--- src/rtl/core/wpre_pkg.sv ---
// Shared constants and types for the windowed percentile rate estimator.
package wpre_pkg;

  localparam int WINDOW_DEPTH = 32;
  localparam int IDX_W        = $clog2(WINDOW_DEPTH);
  localparam int CNT_W        = $clog2(WINDOW_DEPTH + 1);
  localparam int VAL_W        = 32;
  localparam int RATE_W       = 33;
  localparam int URGENT_COUNT = 3;

  localparam logic [VAL_W-1:0] DEFAULT_FLOOR = VAL_W'(1000);

  // Cell operations broadcast along the chain
  localparam logic [1:0] OP_HOLD   = 2'd0;
  localparam logic [1:0] OP_DELETE = 2'd1;
  localparam logic [1:0] OP_INSERT = 2'd2;

  // Query targets
  localparam logic [1:0] TGT_URGENT  = 2'd0;
  localparam logic [1:0] TGT_NORMAL  = 2'd1;
  localparam logic [1:0] TGT_ECONOMY = 2'd2;
  localparam logic [1:0] TGT_MINIMUM = 2'd3;

  // Command codes
  localparam logic CMD_ADD   = 1'b0;
  localparam logic CMD_QUERY = 1'b1;

  typedef struct packed {
    logic [1:0]       op;
    logic [VAL_W-1:0] key;
  } cell_ctrl_t;

endpackage

--- src/rtl/core/wpre_cell.sv ---
// One cell of the sorted sample chain: holds one value and its valid bit.
module wpre_cell (
  input  logic                       clk,
  input  logic                       rst,
  input  wpre_pkg::cell_ctrl_t       ctrl,
  input  logic                       lower_valid,
  input  logic [wpre_pkg::VAL_W-1:0] lower_value,
  input  logic                       upper_valid,
  input  logic [wpre_pkg::VAL_W-1:0] upper_value,
  output logic                       valid,
  output logic [wpre_pkg::VAL_W-1:0] value
);

  logic                       valid_next;
  logic [wpre_pkg::VAL_W-1:0] value_next;
  logic                       lower_le;

  assign lower_le = lower_valid && (lower_value <= ctrl.key);

  // Delete shifts the run at and above the evicted value down one place;
  // insert opens a gap above all values not greater than the key.
  always_comb begin
    valid_next = valid;
    value_next = value;
    case (ctrl.op)
      wpre_pkg::OP_DELETE: begin
        if (valid && (value >= ctrl.key)) begin
          valid_next = upper_valid;
          value_next = upper_value;
        end
      end
      wpre_pkg::OP_INSERT: begin
        if ((!valid || (value > ctrl.key)) && lower_le) begin
          valid_next = 1'b1;
          value_next = ctrl.key;
        end else if (lower_valid && (lower_value > ctrl.key)) begin
          valid_next = 1'b1;
          value_next = lower_value;
        end
      end
      default: begin
        valid_next = valid;
        value_next = value;
      end
    endcase
  end

  always_ff @(posedge clk) begin
    if (rst) begin
      valid <= 1'b0;
    end else begin
      valid <= valid_next;
    end
    value <= value_next;
  end

endmodule

--- src/rtl/core/wpre_chain.sv ---
// Row of sorted cells, ascending from cell 0, with a read port by rank.
module wpre_chain (
  input  logic                       clk,
  input  logic                       rst,
  input  wpre_pkg::cell_ctrl_t       ctrl,
  input  logic [wpre_pkg::IDX_W-1:0] rd_idx,
  output logic [wpre_pkg::VAL_W-1:0] rd_value
);

  logic                       cell_valid [wpre_pkg::WINDOW_DEPTH];
  logic [wpre_pkg::VAL_W-1:0] cell_value [wpre_pkg::WINDOW_DEPTH];

  for (genvar i = 0; i < wpre_pkg::WINDOW_DEPTH; i++) begin : g_cell
    logic                       lo_valid;
    logic [wpre_pkg::VAL_W-1:0] lo_value;
    logic                       up_valid;
    logic [wpre_pkg::VAL_W-1:0] up_value;

    // Tie off the ends: below cell 0 sits a zero, above the top nothing
    if (i == 0) begin : g_bottom
      assign lo_valid = 1'b1;
      assign lo_value = '0;
    end else begin : g_lower
      assign lo_valid = cell_valid[i-1];
      assign lo_value = cell_value[i-1];
    end

    if (i == wpre_pkg::WINDOW_DEPTH - 1) begin : g_top
      assign up_valid = 1'b0;
      assign up_value = '0;
    end else begin : g_upper
      assign up_valid = cell_valid[i+1];
      assign up_value = cell_value[i+1];
    end

    wpre_cell u_cell (
      .clk         (clk),
      .rst         (rst),
      .ctrl        (ctrl),
      .lower_valid (lo_valid),
      .lower_value (lo_value),
      .upper_valid (up_valid),
      .upper_value (up_value),
      .valid       (cell_valid[i]),
      .value       (cell_value[i])
    );
  end

  // Pick the value at the requested rank
  assign rd_value = cell_value[rd_idx];

endmodule

--- config.mk ---
export PLATFORM = sky130hd
export DESIGN_NAME = wpre_chain
export DESIGN_NICKNAME = d
export VERILOG_FILES = /design/src/rtl/core/wpre_pkg.sv /design/src/rtl/core/wpre_cell.sv /design/src/rtl/core/wpre_chain.sv
export SDC_FILE = /design/constraint.sdc
export NUM_CORES = 2
export LEC_CHECK = 0
export BUFFER_PORTS_ARGS = -buffer_cell sky130_fd_sc_hd__buf_4
export CORE_ASPECT_RATIO = 0.8
export CORE_MARGIN = 2
export CORE_UTILIZATION = 50
export CTS_CLUSTER_DIAMETER = 200
export DETAILED_ROUTE_END_ITERATION = 6
export GPL_ROUTABILITY_DRIVEN = 0
export PLACE_DENSITY = 0.75
export SLEW_MARGIN = 20
export SYNTH_ARGS = -nofsm -noshare
export SYNTH_HDL_FRONTEND = slang
export SYNTH_SLANG_ARGS = --single-unit
--- constraint.sdc ---
create_clock -name clk -period 19.1 [get_ports clk]
set_input_delay 2.865 -clock clk [delete_from_list [all_inputs] [get_ports clk]]
set_output_delay 2.865 -clock clk [all_outputs]
set_load 0.05 [all_outputs]
==> flow_summary.toml <==
[timing]
max_slew_margin_pct = 19.3
fin_tns_setup_ns = 0
max_clock_freq_mhz = 103
slew_violations = 0
rsz0062_at_grt = "false"
setup_viol_count_final = 0
final-hold-violation-count = 0
worst_pin_slew_ns = 1.21
fin_skew_ns = 0.0233
post-route-period-util_pct = 50.7
finalCriticalPeriod_ns = 9.69

[routing]
vias = 73200
drtPass1Iterations = 7
wl_met1_mm = 105
met3_length_mm = 39.5
wl_met2_mm = 123
ant_nets = 0
drc = 1
vias_per_cell = 7.19
wl_per_cell_um = 28.0
drt-initial-drc-count = 12400
top_layer = "met5"
drt-total-wl_mm = 285

[placed_design]
placed_area_um2 = 86300
dp_hpwl_mm = 215
portBuffers = 72

[clock_network]
cts_tree = "built"
postCtsSetupRepairBufs = 0
clock_sinks = 1056
clk_pin_slew_ns = 0.06
cts_made_buffers = 117
cts-hold-fix-buffers = 0
clkLatencyLatePin_ns = 0.76
root_buffer = "clkbuf_16"
clockBufferDepth = 3
ctsResizeCount = 0
h-tree-depth = 3

[floorplanning]
core_um2 = 167000
dieArea_um2 = 171000
die-height_um = 371
row_count = 134
die_width_um = 462
start_util_pct = 50.4
ios = 73

[flow_run]
cap_violations = 0

[finish]
drive_gt1_share_pct = 10.4
n_fill_cell = 13800
post-route-cell-area_um2 = 90600
layout-area-overhead-vs-synth_pct = 7.74
final_util_pct = 54.3
fin_nets = 8894
seqCellArea_um2 = 31400
multi_input_area_um2 = 47900

[pwr]
ir_drop_mv = 0.0786
p_per_area_nw_per_um2 = 85.0
p_sw_share_pct = 34.3
seqPwrFrac_pct = 42.3
p_leak_nw = 34.7
switchingPower_mw = 2.64
power_frac_clock_pct = 30.6
p_int_mw = 5.06
comb_power_share_pct = 27.1

[global_route]
gr-total-overflow = 0
grt_pass1_wl_mm = 425
antenna_found_initial = 14
grt_use_total_pct = 32.1
grt_pass1_vias = 68000
grt_max_degree = 220

[yosys]
synthCells = 8119
avgSynthCellArea_um2 = 10.4
synthArstFlopShare_pct = 0
synth_most_common_cell = "ha_1"
syn-cell-area_um2 = 84000
ys_seq_area_share_pct = 37.3
synth_top_area_share_pct = 36.6
synth.distinct_cells = 78
ys_top_cells_by_count = "ha_1 (1026), edfxtp_1 (1024), nand3_1 (814), inv_1 (774), a21oi_1 (735)"
ys_ff_latch = 1056
synthTopCellsByArea = "edfxtp_1 (37%), ha_1 (15%), mux4_2 (8.6%)"
syn_nets = 9186
synth_top_cell_by_area = "edfxtp_1"
synth_top_flop_cell = "edfxtp_1"
synth_warnings = 0
synth_enable_flop_cells = 1024

[status]
outcome = "finished, violations left"
violations = "DRC"

[worst_setup_path]
endpoint_kind = "output pin"
start_kind = "input pin"
cp_max_fo = 51
criticalPathCategory = "input pin to output pin"
critPathArrivalTime_ns = 6.82
crit_required_ns = 16.23

[worst_hold_path]
hold_path.class = "flip-flop to flip-flop"
[registers in the layout, indices dropped and copies added, names as in the netlist]
| signal | flops |
|---|---|
| g_cell.u_cell.valid | 32 |
| g_cell.u_cell.value | 1024 |
[power by group through the flow]
stage          Sequential (mW)  Combinational, mW  Clock, mW
2_1_floorplan             3.12               1.43          0
3_3_place_gp              3.27               1.88          0
3_5_place_dp              3.28               2.00          0
4_1_cts                   3.23               2.01       2.36
5_1_grt                   3.27               2.24       2.44
6_report                  3.26               2.08       2.36
[logic make-up (layout without fill, tap and decap cells)]
family / Yosys count / in the layout / synth area share (%)
compound gates: 1984 / 1984 / 16.5
fa+ha+maj: 1026 / 1026 / 15.3
buf+inv: 1383 / 1191 / 6.31
flops: 1056 / 1056 / 37.3
mux: 666 / 666 / 12.7
other cells: 0 / 8 / 0
simple gates: 2004 / 2004 / 11.8
[area by class of cell]
cell class              count  area share [%]
multi-input cells        5680            52.9
well taps                2244            3.10
inverters                 775            3.21
diodes                      8          0.0221
clock inverters            46           0.518
repair buffers            197            1.88
clock buffers             173            3.74
flip-flops and latches   1056            34.7
[critical path, cell delays in order]
cell and delay, ns:
buf_8 0.51, buf_4 0.68, buf_4 0.82, mux4_2 0.61, mux4_2 0.57, mux2_2 0.42
buf_4 0.24
[routing by layer]
layer  global-route usage, %  vias up
met5                       0        -
li1                        -    31500
met4                    18.2        4
met1                    43.6    35300
met3                    6.90      688
met2                    47.5     5680
[cells in the final DEF, fill, tap and decap left out, drive strengths merged, types with 173 or more instances in the layout]
master,count
buf,197
inv,774
a21oi,735
nand3,814
nand4,176
clkbuf,173
nand2,345
mux4,320
ha,1026
mux2i,314
o221ai,686
nor2,367
edfxtp,1024
[worst paths after layout]
check        cells past startpoint                   startpoint                    endpoint  slack [ns]
max                              7                    rd_idx[0]                rd_value[29]        9.41
min                              2      g_cell[15].u_cell.valid     g_cell[14].u_cell.valid        0.54
max reg2reg                     10  g_cell[25].u_cell.value[14]  g_cell[25].u_cell.value[9]       14.21
min reg2reg                      2      g_cell[15].u_cell.valid     g_cell[14].u_cell.valid        0.54
[stage by stage]
stage,cells,worst slack (ns),power [mW],hold slack [ns]
finish,10200,9.41,7.69,0.539
global route,10200,9.16,7.95,0.588
CTS,10200,9.34,7.60,0.534
detailed placement,9943,9.34,5.27,0.520
global placement,9943,9.44,5.15,0.511
floorplan,8119,7.96,4.55,0.490
Power figures use the tool's default switching activity.
